**config.mk**
```make
export PLATFORM = sky130hd
export DESIGN_NAME = bpr_queue
export DESIGN_NICKNAME = d
export VERILOG_FILES = /design/src/hdl/bpr_pkg.sv /design/src/hdl/bpr_queue.sv
export SDC_FILE = /design/constraint.sdc
export NUM_CORES = 1
export LEC_CHECK = 0
export ABC_CLOCK_PERIOD_IN_PS = 1900
export BUFFER_PORTS_ARGS = -buffer_cell sky130_fd_sc_hd__buf_2
export CORE_MARGIN = 2
export CORE_UTILIZATION = 51
export CTS_CLUSTER_DIAMETER = 40
export DETAILED_ROUTE_END_ITERATION = 8
export PLACE_DENSITY = 0.77
export SLEW_MARGIN = 5
export SYNTH_ARGS = -nofsm -noshare
export SYNTH_HDL_FRONTEND = slang
export SYNTH_SLANG_ARGS = --single-unit
```
**constraint.sdc**
```tcl
create_clock -name clk_i -period 1.9 [get_ports clk_i]
set_input_delay 0.285 -clock clk_i [delete_from_list [all_inputs] [get_ports clk_i]]
set_output_delay 0.285 -clock clk_i [all_outputs]
set_load 0.005 [all_outputs]
```
**src/hdl/bpr_pkg.sv**
```systemverilog
// Shared types and constants of the 2x binomial pyramid reducer.
`default_nettype none
package bpr_pkg;

  localparam int unsigned MaxOutWidth  = 1024;
  localparam int unsigned MaxOutHeight = 4096;
  localparam int unsigned LineRows     = 5;
  localparam int unsigned RowSpan      = 2 * MaxOutWidth;
  localparam int unsigned ColW         = $clog2(RowSpan);
  localparam int unsigned RowW         = $clog2(2 * MaxOutHeight);
  localparam int unsigned WidthW       = 11;
  localparam int unsigned HeightW      = 13;
  localparam int unsigned SlotW        = $clog2(LineRows);
  localparam int unsigned CfgIdxW      = 2;
  localparam int unsigned CfgDataW     = 13;
  localparam int unsigned PixW         = 8;
  localparam int unsigned VSumW        = 11;
  localparam int unsigned HSumW        = 14;
  localparam int unsigned QDepth       = 4;
  localparam int unsigned QPtrW        = $clog2(QDepth);

  typedef enum logic [CfgIdxW-1:0] {
    REG_OUT_WIDTH  = 2'd0,
    REG_OUT_HEIGHT = 2'd1
  } cfg_reg_e;

  // Which input rows feed the vertical taps of the current row.
  typedef enum logic [1:0] {
    VC_NORM    = 2'd0,
    VC_TOP     = 2'd1,
    VC_PRELAST = 2'd2,
    VC_LAST    = 2'd3
  } vcase_e;

  typedef enum logic [1:0] {
    HC_NORM  = 2'd0,
    HC_LEFT  = 2'd1,
    HC_RIGHT = 2'd2
  } hcase_e;

  typedef struct packed {
    logic [PixW-1:0]  pixel;
    logic [ColW-1:0]  col;
    logic [SlotW-1:0] slot;
    vcase_e           vcase;
    hcase_e           hcase;
    logic             emit;
    logic             row_end;
    logic             frame_end;
  } desc_t;

  // Slot holding input row r-d, given the slot of row r.
  function automatic logic [SlotW-1:0] prev_slot(input logic [SlotW-1:0] slot,
                                                 input logic [SlotW-1:0] d);
    logic [SlotW:0] s;
    s = {1'b0, slot} + (SlotW+1)'(LineRows) - {1'b0, d};
    if (s >= (SlotW+1)'(LineRows)) begin
      s = s - (SlotW+1)'(LineRows);
    end
    return s[SlotW-1:0];
  endfunction

endpackage
`default_nettype wire

```
**src/hdl/bpr_queue.sv**
```systemverilog
// Short request queue between front and back.
`default_nettype none
module bpr_queue (
  input  wire logic           clk_i,
  input  wire logic           rst_ni,
  input  wire logic           push_i,
  input  wire bpr_pkg::desc_t desc_i,
  output logic                full_o,
  output logic                valid_o,
  input  wire logic           pop_i,
  output bpr_pkg::desc_t      desc_o
);
  import bpr_pkg::*;

  desc_t              mem_q [QDepth];
  logic [QPtrW-1:0]   wr_q, wr_d, rd_q, rd_d;
  logic [QPtrW:0]     cnt_q, cnt_d;

  assign full_o  = (cnt_q == (QPtrW+1)'(QDepth));
  assign valid_o = (cnt_q != '0);
  assign desc_o  = mem_q[rd_q];

  always_comb begin
    wr_d  = push_i ? wr_q + QPtrW'(1) : wr_q;
    rd_d  = pop_i ? rd_q + QPtrW'(1) : rd_q;
    cnt_d = cnt_q + (QPtrW+1)'(push_i) - (QPtrW+1)'(pop_i);
  end

  always_ff @(posedge clk_i) begin
    if (push_i) begin
      mem_q[wr_q] <= desc_i;
    end
  end

  always_ff @(posedge clk_i or negedge rst_ni) begin
    if (!rst_ni) begin
      wr_q  <= '0;
      rd_q  <= '0;
      cnt_q <= '0;
    end else begin
      wr_q  <= wr_d;
      rd_q  <= rd_d;
      cnt_q <= cnt_d;
    end
  end

endmodule
`default_nettype wire

```
==> results.txt <==
----------------------------------------------------
[Logic synthesis]
  Share of the synthesized area in the top cell type ... 76.15%
  Instance count of the mapped netlist ... 185
  Post-synth top area cell ... sky130_fd_sc_hd__edfxtp_1
  Post-Synthesis Mean Instance Area ... 24.73 um^2
  Number of synthesis warnings ... 0
  Most area-consuming cells after synthesis ... sky130_fd_sc_hd__edfxtp_1 76%, sky130_fd_sc_hd__mux4_2 14%, sky130_fd_sc_hd__dfrtp_1 3.8%
  Unique masters post-synth ... 17
  Area of the mapped netlist ... 4574 um^2
  Total of flip-flops plus latches after synthesis ... between 100 and 150
  Seq/Total Area, Yosys ... 79.98%
  Post-synthesis net count ... 225

[Route]
  Vias after detailed routing ... 2209
  Residual antenna-violating net count after detailed routing ... 0
  Vias per cell ... 5.185
  DRT iter0 DRCs ... 83
  Drt wl/cell ... 18.41 um
  Number of detailed-route iterations in the first pass ... 4
  Drt total wl ... 7.843 mm
  Final routed DRC violation total ... 0

[Global routing]
  Global-route wire length before repair ... 12.08 mm
  Overall Global Routing Usage ... 17.13%
  GR Util met1 ... 21.66%
  Top Usage Layer GRT ... met2
  Global route total overflow ... 0
  Global-route track usage on met2 ... 28.10%
  Pin count of the biggest net entering global routing ... 25
  Initial antenna violation count ... 0
  Vias in the first global route ... 2319
  Met3 demand-to-capacity share in global routing ... 6.028%

[Floorplan]
  Standard-cell row count ... 34
  Die X ... between 90 and 100 um
  I/O pin cnt ... 64
  Area inside the core boundary ... about 8700 um^2
  Total die area ... 9743 um^2
  Initial Util ... 52.45%
  Die extent in y ... 98.71 um

[Critical path]
  Delay of the slowest critical-path stage ... 510 ps
  Standard cell with the maximum stage delay on the critical path ... sky130_fd_sc_hd__mux4_2
  Capturing element type of the critical path ... output port
  Ordered list of cells on the worst path ... clkbuf_16 > mux4_2 > buf_2
  Type of the worst setup path ... flip-flop to output port
  Required @ worst endpoint ... 1620 ps
  Startpoint of the worst register-to-register path ... cnt_q[0]
  Crit start category ... flip-flop
  Worst EP arrival ... approximately 1900 ps
  Worst setup path start ... rd_q[0]
  Crit Path Max Fanout ... 12

[STA]
  Min Clock Period, post-route ... 2133 ps
  Actual transition at the worst max-transition pin ... 285.1 ps
  Setup clock skew after layout ... 5.118 ps
  Final clock period utilization by the worst path ... 112.2%
  Final Slew Violations ... 0
  Max frequency ... roughly 470 MHz
  Unrepaired setup endpoints after global routing ... yes
  Relative max-transition margin ... between 80% and 90%
  Sum of negative setup slack ... -5694 ps
  Final-report hold violation count ... 0
  Final worst-path setup slack ... -232.6 ps
  Final setup viols ... 29

[Power and ir drop]
  Switching part of the total ... 24.56%
  Static Leakage ... 0.002235 uW
  Proportion of power drawn by combinational gates ... roughly a quarter
  Worst vdd ir ... 875.0 uV
  Total power ... 9664 uW
  Proportion of power drawn by flip-flops and latches ... between 30% and 40%
  Cell Pwr Density ... around 1600 nW/um^2
  Share of total power in the clock network ... 35.8%
  P_sw ... about 2400 uW
  Internal Pwr Total ... 7291 uW

[Layout]
  Antenna diodes ... 0
  Post-route insts no fill ... 426
  Nets ... 345
  Ratio of cells with drive above 1 in the final layout ... between 40% and 50%
  Design Area, Final ... a little over 6000 um^2
  Number of fillers in the final layout ... 526
  Area overhead of the layout relative to synthesis ... 32.96%

[Placement]
  Worst slack at placement ... 294.1 ps
  HPWL after DPL ... 4.478 mm
  Last weighted congestion value of the routability-driven placer ... 0.7160
  Cell area after placement ... 5099 um^2
  Post-Place Cells ... around 360
  Input/output buffers ... 63

[Run]
  Max-Cap Viols ... 0

[Clock tree]
  CTS tree ... built
  Sinks on Clock Net ... 123
  CTS H-Tree Depth ... 4
  Number of buffers between clock root and the deepest sink ... 2
  Clk Latency, worst-skew pair ... 510 ps
  Number of clock buffers inserted by TritonCTS ... 17
  Clock slew at reported path FFs ... 60 ps
  Cell at the root of the clock tree ... sky130_fd_sc_hd__clkbuf_8

[Outcome]
  Failing checks ... negative setup slack
  Outcome ... complete, but fails checks

[Min path]
  Critical hold path startpoint ... desc_i[17]
  Hold Crit Class ... input port to flip-flop

----------------------------------------------------
-- cells in the final DEF, fill, tap and decap left out --
cell,count
sky130_fd_sc_hd__edfxtp_1,116
sky130_fd_sc_hd__buf_2,62
sky130_fd_sc_hd__dlygate4sd3_1,30
sky130_fd_sc_hd__mux4_2,29
sky130_fd_sc_hd__clkbuf_16,17
sky130_fd_sc_hd__buf_4,10
sky130_fd_sc_hd__inv_1,6
sky130_fd_sc_hd__ha_1,6
sky130_fd_sc_hd__bufinv_16,6
sky130_fd_sc_hd__dfrtp_1,6
sky130_fd_sc_hd__and2_2,4
sky130_fd_sc_hd__xor2_1,3
sky130_fd_sc_hd__clkbuf_1,3
sky130_fd_sc_hd__xnor2_1,2
sky130_fd_sc_hd__nand2_1,2
sky130_fd_sc_hd__clkinv_4,2
sky130_fd_sc_hd__clkinv_1,2
sky130_fd_sc_hd__buf_6,2
sky130_fd_sc_hd__buf_12,2
sky130_fd_sc_hd__or3_1,1
sky130_fd_sc_hd__and3_1,1
sky130_fd_sc_hd__o21ai_0,1
sky130_fd_sc_hd__fa_1,1
sky130_fd_sc_hd__clkbuf_8,1
sky130_fd_sc_hd__inv_6,1
sky130_fd_sc_hd__clkinv_2,1
sky130_fd_sc_hd__dfrtp_2,1
-- state kept, by name, summed over array words and instances, names as in the netlist --
signal / count
cnt_q: 3
mem_q: 116
rd_q: 2
wr_q: 2
-- synth_stat cells --
master	number
sky130_fd_sc_hd__buf_6	3
sky130_fd_sc_hd__o21ai_0	1
sky130_fd_sc_hd__fa_1	1
sky130_fd_sc_hd__nand2_1	2
sky130_fd_sc_hd__buf_2	2
sky130_fd_sc_hd__mux4_1	1
sky130_fd_sc_hd__and3_1	1
sky130_fd_sc_hd__mux4_2	28
sky130_fd_sc_hd__clkbuf_1	1
sky130_fd_sc_hd__dfrtp_1	7
sky130_fd_sc_hd__xnor2_1	2
sky130_fd_sc_hd__inv_1	6
sky130_fd_sc_hd__or3_1	1
sky130_fd_sc_hd__edfxtp_1	116
sky130_fd_sc_hd__ha_1	6
sky130_fd_sc_hd__xor2_1	3
sky130_fd_sc_hd__and2_1	4
-- layout make-up --
type / count / area [um^2] / area share (%)
clock buffers: 20 / 425.4 / 6.994
clock inverters: 12 / 219.0 / 3.600
inverters: 6 / 22.52 / 0.3703
multi-input cells: 50 / 847.1 / 13.93
flip-flops and latches: 123 / 3660 / 60.17
well taps: 108 / 135.1 / 2.222
repair buffers: 107 / 773.2 / 12.71
-- routing by layer --
layer | wire length (um) | vias to the layer above
li1 | - | 1009
met1 | 3277 | 1121
met2 | 4093 | 69
met3 | 393 | 10
met4 | 79 | 0
met5 | 0 | -
-- worst max-delay path, delay by kind of cell (launching register included) --
family                 cells  cell delay (ps)
buffers and inverters      2              370
DFF                        1              450
muxes                      1              510
-- repair_timing --
action	4_1_cts	5_1_grt
pin swaps	0	0
setup endpoints to repair	29	29
resized for setup	2	3
cloned	0	1
hold buffers	30	0
endpoints found under the hold margin	120	0
setup buffers	2	0
-- power groups by stage --
| stage | clock, uW | combinational (uW) | sequential [uW] |
|---|---|---|---|
| floorplan | 0 | 1470 | 3740 |
| global placement | 0 | 2330 | 3750 |
| detailed placement | 0 | 2360 | 3780 |
| CTS | 3510 | 2470 | 3730 |
| global route | 3630 | 2690 | 3790 |
| finish | 3460 | 2470 | 3740 |
-- cells by family after synthesis --
| family | Yosys count | share of synthesized area, % |
|---|---|---|
| mux | 29 | 14.36 |
| compound gates | 1 | 0.1093 |
| flops | 123 | 79.98 |
| buf+inv | 12 | 1.532 |
| xor+xnor | 5 | 0.9575 |
| simple gates | 8 | 0.9848 |
| fa+ha+maj | 7 | 2.079 |
-- metrics by stage --
step	hold slack, ps	util (%)
2_1_floorplan	-10.59	-
3_3_place_gp	125.9	58.46
3_5_place_dp	130.1	58.46
4_1_cts	8.757	69.56
5_1_grt	12.94	69.74
6_report	40.97	69.74
-- path summary, 6_finish.rpt --
| check | to | slack, ps | depth (start not counted) |
|---|---|---|---|
| setup / recovery | desc_o[7] | -230 | 3 |
| hold / removal | mem_q[1][17] | 40 | 1 |
| setup reg to reg | cnt_q[2] | 370 | 6 |
| hold reg to reg | wr_q[0] | 530 | 1 |
| max in group asynchronous | rd_q[0] | 1580 | 2 |
| min in group asynchronous | cnt_q[0] | 150 | 2 |
Power figures use the tool's default switching activity.
