===== config.mk =====
export PLATFORM = sky130hd
export DESIGN_NAME = bpr_front_flat
export DESIGN_NICKNAME = d
export VERILOG_FILES = /design/src/hdl/bpr_pkg.sv /design/src/hdl/bpr_if.sv /design/src/hdl/bpr_front.sv /design/src/flat_wrapper.sv
export SDC_FILE = /design/constraint.sdc
export NUM_CORES = 1
export LEC_CHECK = 0
export BUFFER_PORTS_ARGS = -buffer_cell sky130_fd_sc_hd__buf_2
export CORE_ASPECT_RATIO = 1.25
export CORE_MARGIN = 1.5
export CORE_UTILIZATION = 59
export DETAILED_ROUTE_END_ITERATION = 6
export PLACE_DENSITY = 0.81
export SKIP_CTS_REPAIR_TIMING = 1
export SLEW_MARGIN = 10
export SYNTH_ARGS = -nofsm -noshare
export SYNTH_HDL_FRONTEND = slang
export SYNTH_SLANG_ARGS = --single-unit
export TNS_END_PERCENT = 30

===== constraint.sdc =====
create_clock -name clk_i -period 5.6 [get_ports clk_i]
set_input_delay 0.56 -clock clk_i [delete_from_list [all_inputs] [get_ports clk_i]]
set_output_delay 0.56 -clock clk_i [all_outputs]
set_load 0.03 [all_outputs]

===== src/hdl/bpr_pkg.sv =====
// Shared types and constants of the 2x binomial pyramid reducer.
`default_nettype none
package bpr_pkg;

  localparam int unsigned MaxOutWidth  = 1024;
  localparam int unsigned MaxOutHeight = 4096;
  localparam int unsigned LineRows     = 5;
  localparam int unsigned RowSpan      = 2 * MaxOutWidth;
  localparam int unsigned ColW         = $clog2(RowSpan);
  localparam int unsigned RowW         = $clog2(2 * MaxOutHeight);
  localparam int unsigned WidthW       = 11;
  localparam int unsigned HeightW      = 13;
  localparam int unsigned SlotW        = $clog2(LineRows);
  localparam int unsigned CfgIdxW      = 2;
  localparam int unsigned CfgDataW     = 13;
  localparam int unsigned PixW         = 8;
  localparam int unsigned VSumW        = 11;
  localparam int unsigned HSumW        = 14;
  localparam int unsigned QDepth       = 4;
  localparam int unsigned QPtrW        = $clog2(QDepth);

  typedef enum logic [CfgIdxW-1:0] {
    REG_OUT_WIDTH  = 2'd0,
    REG_OUT_HEIGHT = 2'd1
  } cfg_reg_e;

  // Which input rows feed the vertical taps of the current row.
  typedef enum logic [1:0] {
    VC_NORM    = 2'd0,
    VC_TOP     = 2'd1,
    VC_PRELAST = 2'd2,
    VC_LAST    = 2'd3
  } vcase_e;

  typedef enum logic [1:0] {
    HC_NORM  = 2'd0,
    HC_LEFT  = 2'd1,
    HC_RIGHT = 2'd2
  } hcase_e;

  typedef struct packed {
    logic [PixW-1:0]  pixel;
    logic [ColW-1:0]  col;
    logic [SlotW-1:0] slot;
    vcase_e           vcase;
    hcase_e           hcase;
    logic             emit;
    logic             row_end;
    logic             frame_end;
  } desc_t;

  // Slot holding input row r-d, given the slot of row r.
  function automatic logic [SlotW-1:0] prev_slot(input logic [SlotW-1:0] slot,
                                                 input logic [SlotW-1:0] d);
    logic [SlotW:0] s;
    s = {1'b0, slot} + (SlotW+1)'(LineRows) - {1'b0, d};
    if (s >= (SlotW+1)'(LineRows)) begin
      s = s - (SlotW+1)'(LineRows);
    end
    return s[SlotW-1:0];
  endfunction

endpackage
`default_nettype wire


===== src/hdl/bpr_if.sv =====
// Stream interfaces of the pyramid reducer: pixel input and reduced output.
`default_nettype none
interface bpr_in_if;
  logic       valid;
  logic       ready;
  logic [7:0] pixel_in;
  modport source (output valid, output pixel_in, input ready);
  modport sink   (input valid, input pixel_in, output ready);
endinterface

`default_nettype wire


===== src/hdl/bpr_front.sv =====
// Front end: config registers, raster counters and per-pixel classification.
`default_nettype none
module bpr_front (
  input  wire logic                         clk_i,
  input  wire logic                         rst_ni,
  input  wire logic                         cfg_we_i,
  input  wire logic [bpr_pkg::CfgIdxW-1:0]  cfg_idx_i,
  input  wire logic [bpr_pkg::CfgDataW-1:0] cfg_data_i,
  bpr_in_if.sink                            in_i,
  input  wire logic                         q_full_i,
  output logic                              push_o,
  output bpr_pkg::desc_t                    desc_o
);
  import bpr_pkg::*;

  logic [WidthW-1:0]  cfg_w_q, cfg_w_d;
  logic [HeightW-1:0] cfg_h_q, cfg_h_d;
  logic [ColW-1:0]    col_q, col_d;
  logic [RowW-1:0]    row_q, row_d;
  logic [SlotW-1:0]   slot_q, slot_d;
  logic [WidthW-1:0]  eff_w;
  logic [HeightW-1:0] eff_h;
  logic [ColW:0]      two_w;
  logic [RowW:0]      two_h;
  logic [RowW:0]      row_x;
  logic               col_last, row_last, accept;
  logic               v_norm, v_top, v_pre, v_last, h_norm, h_left;

  always_comb begin
    eff_w = cfg_w_q;
    if (cfg_w_q < WidthW'(3)) begin
      eff_w = WidthW'(3);
    end else if (cfg_w_q > WidthW'(MaxOutWidth)) begin
      eff_w = WidthW'(MaxOutWidth);
    end
    eff_h = cfg_h_q;
    if (cfg_h_q < HeightW'(3)) begin
      eff_h = HeightW'(3);
    end else if (cfg_h_q > HeightW'(MaxOutHeight)) begin
      eff_h = HeightW'(MaxOutHeight);
    end
  end

  assign two_w    = {eff_w, 1'b0};
  assign two_h    = {eff_h, 1'b0};
  assign row_x    = {1'b0, row_q};
  assign col_last = ({1'b0, col_q} == two_w - (ColW+1)'(1));
  assign row_last = (row_x == two_h - (RowW+1)'(1));

  assign v_last = row_last;
  assign v_pre  = (row_x == two_h - (RowW+1)'(3));
  assign v_top  = (row_q == RowW'(2));
  assign v_norm = !row_q[0] && (row_q >= RowW'(2)) && (row_x < two_h - (RowW+1)'(2));
  assign h_left = (col_q == ColW'(2));
  assign h_norm = !col_q[0] && (col_q >= ColW'(2));

  assign in_i.ready = !q_full_i;
  assign accept     = in_i.valid && !q_full_i;
  assign push_o     = accept;

  always_comb begin
    desc_o.pixel     = in_i.pixel_in;
    desc_o.col       = col_q;
    desc_o.slot      = slot_q;
    desc_o.vcase     = VC_NORM;
    if (v_last) begin
      desc_o.vcase = VC_LAST;
    end else if (v_pre) begin
      desc_o.vcase = VC_PRELAST;
    end else if (v_top) begin
      desc_o.vcase = VC_TOP;
    end
    desc_o.hcase     = col_last ? HC_RIGHT : (h_left ? HC_LEFT : HC_NORM);
    desc_o.emit      = (v_norm || v_top || v_pre || v_last) && (h_norm || col_last);
    desc_o.row_end   = col_last;
    desc_o.frame_end = col_last && v_last;
  end

  always_comb begin
    cfg_w_d = cfg_w_q;
    cfg_h_d = cfg_h_q;
    col_d   = col_q;
    row_d   = row_q;
    slot_d  = slot_q;
    if (cfg_we_i) begin
      if (cfg_idx_i == REG_OUT_WIDTH) begin
        cfg_w_d = cfg_data_i[WidthW-1:0];
        col_d   = '0;
        row_d   = '0;
        slot_d  = '0;
      end else if (cfg_idx_i == REG_OUT_HEIGHT) begin
        cfg_h_d = cfg_data_i[HeightW-1:0];
        col_d   = '0;
        row_d   = '0;
        slot_d  = '0;
      end
    end else if (accept) begin
      if (col_last) begin
        col_d = '0;
        if (row_last) begin
          row_d  = '0;
          slot_d = '0;
        end else begin
          row_d  = row_q + RowW'(1);
          slot_d = (slot_q == SlotW'(LineRows - 1)) ? '0 : slot_q + SlotW'(1);
        end
      end else begin
        col_d = col_q + ColW'(1);
      end
    end
  end

  always_ff @(posedge clk_i or negedge rst_ni) begin
    if (!rst_ni) begin
      cfg_w_q <= WidthW'(320);
      cfg_h_q <= HeightW'(240);
      col_q   <= '0;
      row_q   <= '0;
      slot_q  <= '0;
    end else begin
      cfg_w_q <= cfg_w_d;
      cfg_h_q <= cfg_h_d;
      col_q   <= col_d;
      row_q   <= row_d;
      slot_q  <= slot_d;
    end
  end

endmodule
`default_nettype wire


===== src/flat_wrapper.sv =====
// flat-port wrapper written by rule: the top's interface ports become plain ports
module bpr_front_flat import bpr_pkg::*;
  (clk_i, rst_ni, cfg_we_i, cfg_idx_i, cfg_data_i, q_full_i, push_o, desc_o, in_i_valid, in_i_pixel_in, in_i_ready);
  bpr_in_if in_i_i ();
  input  wire logic clk_i;
  input  wire logic rst_ni;
  input  wire logic cfg_we_i;
  input  wire logic [bpr_pkg::CfgIdxW-1:0] cfg_idx_i;
  input  wire logic [bpr_pkg::CfgDataW-1:0] cfg_data_i;
  input  wire logic q_full_i;
  output logic push_o;
  output bpr_pkg::desc_t desc_o;
  input wire logic [$bits(in_i_i.valid)-1:0] in_i_valid;
  input wire logic [$bits(in_i_i.pixel_in)-1:0] in_i_pixel_in;
  output wire logic [$bits(in_i_i.ready)-1:0] in_i_ready;
  assign in_i_i.valid = in_i_valid;
  assign in_i_i.pixel_in = in_i_pixel_in;
  assign in_i_ready = in_i_i.ready;
  bpr_front u_core (.clk_i(clk_i), .rst_ni(rst_ni), .cfg_we_i(cfg_we_i), .cfg_idx_i(cfg_idx_i), .cfg_data_i(cfg_data_i), .in_i(in_i_i), .q_full_i(q_full_i), .push_o(push_o), .desc_o(desc_o));
endmodule

==> metrics.txt, run 1 <==
outcome finished clean; max-slew violations 0; GP Congestion 1.06; syn_area_per_cell 8.56 µm²; worst skew pair latency 0.31 ns; Synth warnings 0; Die Ht 98.9 µm; RR Startpoint u_core.cfg_h_q[3]; CP Max Fanout 8; Area Overhead vs Synth 5.45%; Critical Path Start Type register; WL met3 499 µm; Die X 79.7 µm; Longest Clk Path Bufs 2; I/O pin count 59; Peak VDD IR 0.178 mV; first-pass GRT wire length 18.4 mm; Inserted Diodes 0; cell internal pwr 0.000700 W; setup TNS 0 ns; DR vias 4063; sw power 0.000492 W; Clock Skews 0.00996 ns; Slew @ Worst Pin 0.967 ns; fraction of layout cells with a size suffix above 1 20.4%; Core Rows 34; DPL Wire Length 8.40 mm; Slew headroom 35.3%; Final ANT Viol Nets 0; drc violations 0; worst hold slack 0.337 ns; post-synth cell types 78; Worst R2R End u_core.row_q[6]; Iter 0 DRT Violations 310; drt pass-1 iters 5; Tcrit/Tclk final 94.6%; Max Freq 189 MHz; Worst EP required 5.04 ns; Mapped Cells 507; HP Class primary input to async pin; clock sinks 51; wire length on met2 5.87 mm; Finished Cell Area 4580 µm²; CP Data Arrival Time 4.74 ns; Post-synth EDFFs 0; part of the power in registers 41.7%; nets 568; critical path class register to output pin; Top FF cell, synth dfrtp_1; Buffers on Ports 42; # setup viols final 0; total track usage 29.2%; reg2reg path depth 16; Placeable Area 7060 µm²; Setup WS pre-CTS 0.621 ns; clock root buffer clkbuf_8; Mapped Area 4340 µm²; Setup WS post-layout 0.304 ns; initial antenna violation count 0; Pwr Density 260 nW/µm²; DRT met1 WL 4.43 mm; LEAKAGE 1.92 nW; CTS tree done; Net Sw Frac 41.3%; DR WL/cell 18.3 µm; Die ar. 7890 µm²; net count of the mapped netlist 556; CTS Buf Count 5; maxcap violations 0; vias per std cell 6.66; vias in the first global route 3782; register area share after synthesis 29.6%; Initial Util 61.5%; DP Area 4480 µm²; ys async rst share 100%; clock slew at reported path FFs 0.10 ns; top layer in use met4; Seq cells post-synth 51; largest net degree at the start of global routing 52; RSZ-0062 raised after global routing no; Hold Vio Cnt, Final 0; Post-Route Utilization 64.8%; H-tree lvl count 2; Gate power share 40.1%; final worst path period need 5.30 ns; reg-to-reg slack, setup 0.64 ns; clock network fraction of design power 18.3%; Worst Setup End Kind output pin; total routed wirelength 11.2 mm; Remaining Overflow, GRT 0
-- cells in the final DEF, fill, tap and decap left out, drive strengths merged, types with 13 or more instances in the layout --
cell type,instances
inv,17
nand3,18
nand2,30
dfrtp,45
nor3,13
xnor2,16
o21ai,40
a21oi,13
nand2b,20
mux2,24
ha,21
nor2,52
buf,46
nor4,14
-- area by class of cell --
cell class,instances,area [µm²]
multi-input combinational,398,2790
clock inverter,3,20.0
inverter,17,63.8
sequential,51,1280
tap,90,113
clock buffer,5,68.8
timing repair buffer,46,240
fill,641,2480
-- cells in the mapped netlist, drive strengths merged (13+ instances only) --
library cell,n,area [µm²]
dfrtp,45,1130
nand3,18,95.1
nand2b,20,125
inv,17,63.8
nor4,14,115
ha,21,263
o21ai,40,215
nand2,30,113
mux2,24,270
xnor2,16,140
nor3,13,70.1
clkbuf,23,86.3
nor2,52,195
buf,18,128
a21oi,13,65.1
-- power groups by stage --
stage / logic (W) / registers (W) / clock network [W]
final: 0.000477 / 0.000497 / 0.000218
after global routing: 0.000520 / 0.000505 / 0.000232
after CTS: 0.000471 / 0.000493 / 0.000221
after detailed placement: 0.000469 / 0.000500 / 0
after global placement: 0.000460 / 0.000498 / 0
after floorplan: 0.000400 / 0.000459 / 0
-- sequential cells by signal, summed over array words and instances (netlist names) --
| name | count |
|---|---|
| u_core.cfg_w_q | 11 |
| u_core.row_q | 13 |
| u_core.slot_q | 3 |
| u_core.cfg_h_q | 13 |
| u_core.col_q | 11 |
-- metrics by stage --
stage	cells	power (W)
final	610	0.00119
after CTS	610	0.00118
after floorplan	507	0.000859
after global placement	602	0.000958
after global routing	610	0.00126
after detailed placement	602	0.000969
-- layer usage --
metal	up-vias	GRT usage [%]
met5	-	0
met4	0	12.3
met3	42	3.61
met2	163	50.1
met1	1979	36.5
li1	1879	-
-- critical path, cell delays in order, from the launching register on --
cell and delay [ns]:
dfrtp_1 0.45, or4_1 0.65, nor4_4 0.37, o21ai_0 0.26, ha_1 0.34, and2_1 0.20
o21ai_0 0.17, nor3_1 0.08, o22a_1 0.22, ha_1 0.29, nand3_1 0.13, nor2_1 0.06
a221oi_1 0.28, o21ai_0 0.16, a311oi_1 0.30, a21oi_1 0.07, a2bb2oi_1 0.17, buf_2 0.23
-- kinds of logic (layout without fill, tap and decap cells) --
| logic type | after synthesis | in the layout | synth area share (%) |
|---|---|---|---|
| AOI/OAI and AO/OA | 126 | 126 | 21.1 |
| xor gates and xnor gates | 26 | 26 | 5.24 |
| adders and majority gates | 21 | 21 | 6.05 |
| buffers and inverters | 58 | 71 | 6.40 |
| DFF | 51 | 51 | 29.6 |
| muxes | 26 | 26 | 6.69 |
| and+or+nand+nor | 199 | 199 | 24.9 |
-- worst max path at each step --
stage / startpoint / to / cells past startpoint
2_1_floorplan: u_core.cfg_h_q[3] / desc_o[2] / 16
3_3_place_gp: u_core.cfg_h_q[3] / desc_o[2] / 17
3_5_place_dp: u_core.cfg_h_q[3] / desc_o[2] / 17
4_1_cts: u_core.cfg_h_q[3] / desc_o[2] / 17
5_1_grt: u_core.cfg_h_q[3] / desc_o[2] / 17
6_report: u_core.cfg_h_q[3] / desc_o[2] / 17
(Power assumes the default switching activity.)
==> run 2: changes to the inputs <==
Settings changed: ABC_AREA from default to 1, SKIP_CTS_REPAIR_TIMING 1 to default.
==> metrics.txt, run 2 <==
first-pass GRT wire length 19.5 mm (+5.8%); Die X 80.8 µm (+1.4%); Synth warnings 0 (unchanged); fraction of layout cells with a size suffix above 1 10.3% (-10 points); WP buf/inv 3 (+2); Worst Setup End Kind output pin; maxcap violations 0 (unchanged); Placeable Area 7360 µm² (+4.2%); max-slew violations 0 (unchanged); setup TNS 0 ns (unchanged); Top FF cell, synth dfrtp_1; DPL Wire Length 8.90 mm (+5.9%); Core Rows 35 (+2.9%); syn_area_per_cell 6.45 µm² (-25%); total track usage 30.6% (+1.4 points); Iter 0 DRT Violations 385 (+24%); CTS tree done; Clock Skews 0.00806 ns (-0.00190 ns); clock root buffer clkbuf_8; Setup WS pre-CTS 1.02 ns (+0.402 ns); I/O pin count 59 (unchanged); # setup viols final 0 (unchanged); Slew @ Worst Pin 0.970 ns (+0.00262 ns); Inserted Diodes 0 (unchanged); slowest CP cell nand2_1; Initial Util 60.7% (-0.77 points); Area Overhead vs Synth 5.60%; Worst EP required 5.04 ns (about the same); Crit path max-delay family simple AND/OR/NAND/NOR gates; CP Data Arrival Time 4.42 ns (-0.32 ns); Tcrit/Tclk final 88.9% (-5.7 points); crit-path max cell delay 0.52 ns (-0.13 ns); Final ANT Viol Nets 0 (unchanged); final worst path period need 4.98 ns (-0.316 ns); GP Congestion 0.970 (-8.2%); RR Startpoint u_core.cfg_h_q[3]; Die Ht 100 µm (+1.4%); DR WL/cell 14.2 µm (-23%); most common library cells after synthesis nand2_1 (193), nor2_1 (88), inv_1 (84); Longest Clk Path Bufs 2 (unchanged); Setup WS post-layout 0.621 ns (+0.316 ns); LEAKAGE 2.51 nW (+31%); Max Freq 201 MHz (+6.4%); clock slew at reported path FFs 0.09 ns (about the same); CTS Hold Buffers Added 0; top-count cell post-synth nand2_1; Power Total 0.00126 W (+6.0%); Remaining Overflow, GRT 0 (unchanged); Inst Count DP 795 (+32%); ys async rst share 100% (unchanged); CP Max Fanout 25 (+17); Mapped Area 4470 µm² (+2.9%); final non-filler cell total 803 (+32%); Largest regs u_core.cfg_h_q: 13 flops, u_core.row_q: 13 flops; largest net degree at the start of global routing 52 (unchanged); largest cells by area after synthesis dfrtp_1 (25%), nand2_1 (16%), nor2_1 (7.4%); drc violations 0 (unchanged); vias per std cell 5.52 (-17%); drt pass-1 iters 5 (unchanged); register area share after synthesis 28.7% (-0.83 points); post_cts resized 0; HP Class primary input to async pin; initial antenna violation count 0 (unchanged); Peak VDD IR 0.164 mV (-8.0%); clock sinks 51 (unchanged); Critical Path Start Type register; commonest non-fill, non-tap cell in the layout nand2_1; share of the synthesized area in the top cell type 25.2% (-0.73 points); H-tree lvl count 2 (unchanged); net count of the mapped netlist 741 (+33%); largest area contributor in the netlist dfrtp_1; Seq cells post-synth 51 (unchanged); CTS Buf Count 5 (unchanged); nets 759 (+34%); DR vias 4434 (+9.1%); crit-path most repeated cell nand2_1; Slew headroom 35.3% (about the same); Pwr Density 268 nW/µm² (+2.8%); Post-synth EDFFs 0 (unchanged); vias in the first global route 4231 (+12%); setup bufs post-CTS 0; RSZ-0062 raised after global routing no; Worst Setup SP u_core.cfg_h_q[3]; Die ar. 8110 µm² (+2.8%); critical path class register to output pin; Buffers on Ports 42 (unchanged); outcome finished clean; most frequent cells in the layout nand2_1 (193), nor2_1 (88), inv_1 (84), nand3_1 (63), dfrtp_1 (45); total routed wirelength 11.4 mm (+1.6%); Post-Route Utilization 64.1% (-0.71 points); worst skew pair latency 0.31 ns (about the same); Mapped Cells 692 (+36%); critical-path cell list nor2_1, nand2_1, nor2_1, nand2_1, nand2_1, inv_1, o21ai_0, inv_1, ha_1, nand2_1, xor2_1, ha_1, nand4_1, nor2_1, and3_1, nand3_2, nor3_1, buf_2; Hold Vio Cnt, Final 0 (unchanged); post-synth cell types 42 (-46%)
## run 2: cell count changes after synthesis, moves of 11 or more
cell      previous run  this run
nor2b_1             11         0
mux2_2              24         1
nor2_1              52        88
inv_1               17        84
nand2_1             30       193
xor2_1              10        27
nand2b_1            20         0
xnor2_1             16         2
o21ai_1             15         3
nand3_1             17        63
o21ai_0             23        39
## run 2: layer usage
| metal | vias up | wire (µm) | GRT usage [%] |
|---|---|---|---|
| met5 | - | 0 | 0 |
| met3 | 42 | 490 | 3.36 |
| met1 | 2010 | 4820 | 37.7 |
| met2 | 132 | 5570 | 52.6 |
| li1 | 2250 | - | - |
| met4 | 0 | 484 | 14.3 |
## run 2: where the power goes
group          internal, W  switching [W]  leakage [nW]
Sequential        0.000414      0.0000635         0.656
Clock             0.000101       0.000131        0.0474
Combinational     0.000190       0.000364          1.81
Total             0.000705       0.000558          2.51
## run 2: metrics by stage
stage | area (µm²) | hold WS [ns]
after detailed placement | 4620 | 0.498
after global placement | 4620 | 0.483
after global routing | 4720 | 0.409
after floorplan | 4470 | 0.264
final | 4720 | 0.349
after CTS | 4720 | 0.380
## run 2: final cells by class
type	count	area, µm²
repair buffers	43	218
multi-input cells	521	2670
clock buffers	6	82.6
fillers	704	2640
inverters	88	330
well taps	92	115
flip-flops and latches	51	1280
clock inverters	2	16.3
## run 2: final timing paths
path / slack [ns] / depth (start not counted) / endpoint
hold / removal: 0.35 / 2 / u_core.cfg_w_q[4]
setup reg to reg: 1.40 / 20 / u_core.row_q[7]
max in group asynchronous: 4.81 / 2 / u_core.row_q[6]
hold reg to reg: 0.51 / 2 / u_core.cfg_w_q[8]
min in group clk_i: 0.49 / 2 / u_core.cfg_h_q[11]
setup / recovery: 0.62 / 18 / desc_o[0]
## run 2: kinds of logic (layout without fill, tap and decap cells)
group | count (synthesis) | in the layout | share of synthesized area (%)
XOR/XNOR | 29 | 29 | 5.69
AND/OR/NAND/NOR | 387 | 387 | 37.2
adder cells (fa/ha/maj) | 21 | 21 | 5.88
flip-flops | 51 | 51 | 28.7
buffers and inverters | 120 | 139 | 11.5
AO/OA/AOI/OAI | 83 | 83 | 10.8
multiplexers | 1 | 1 | 0.252
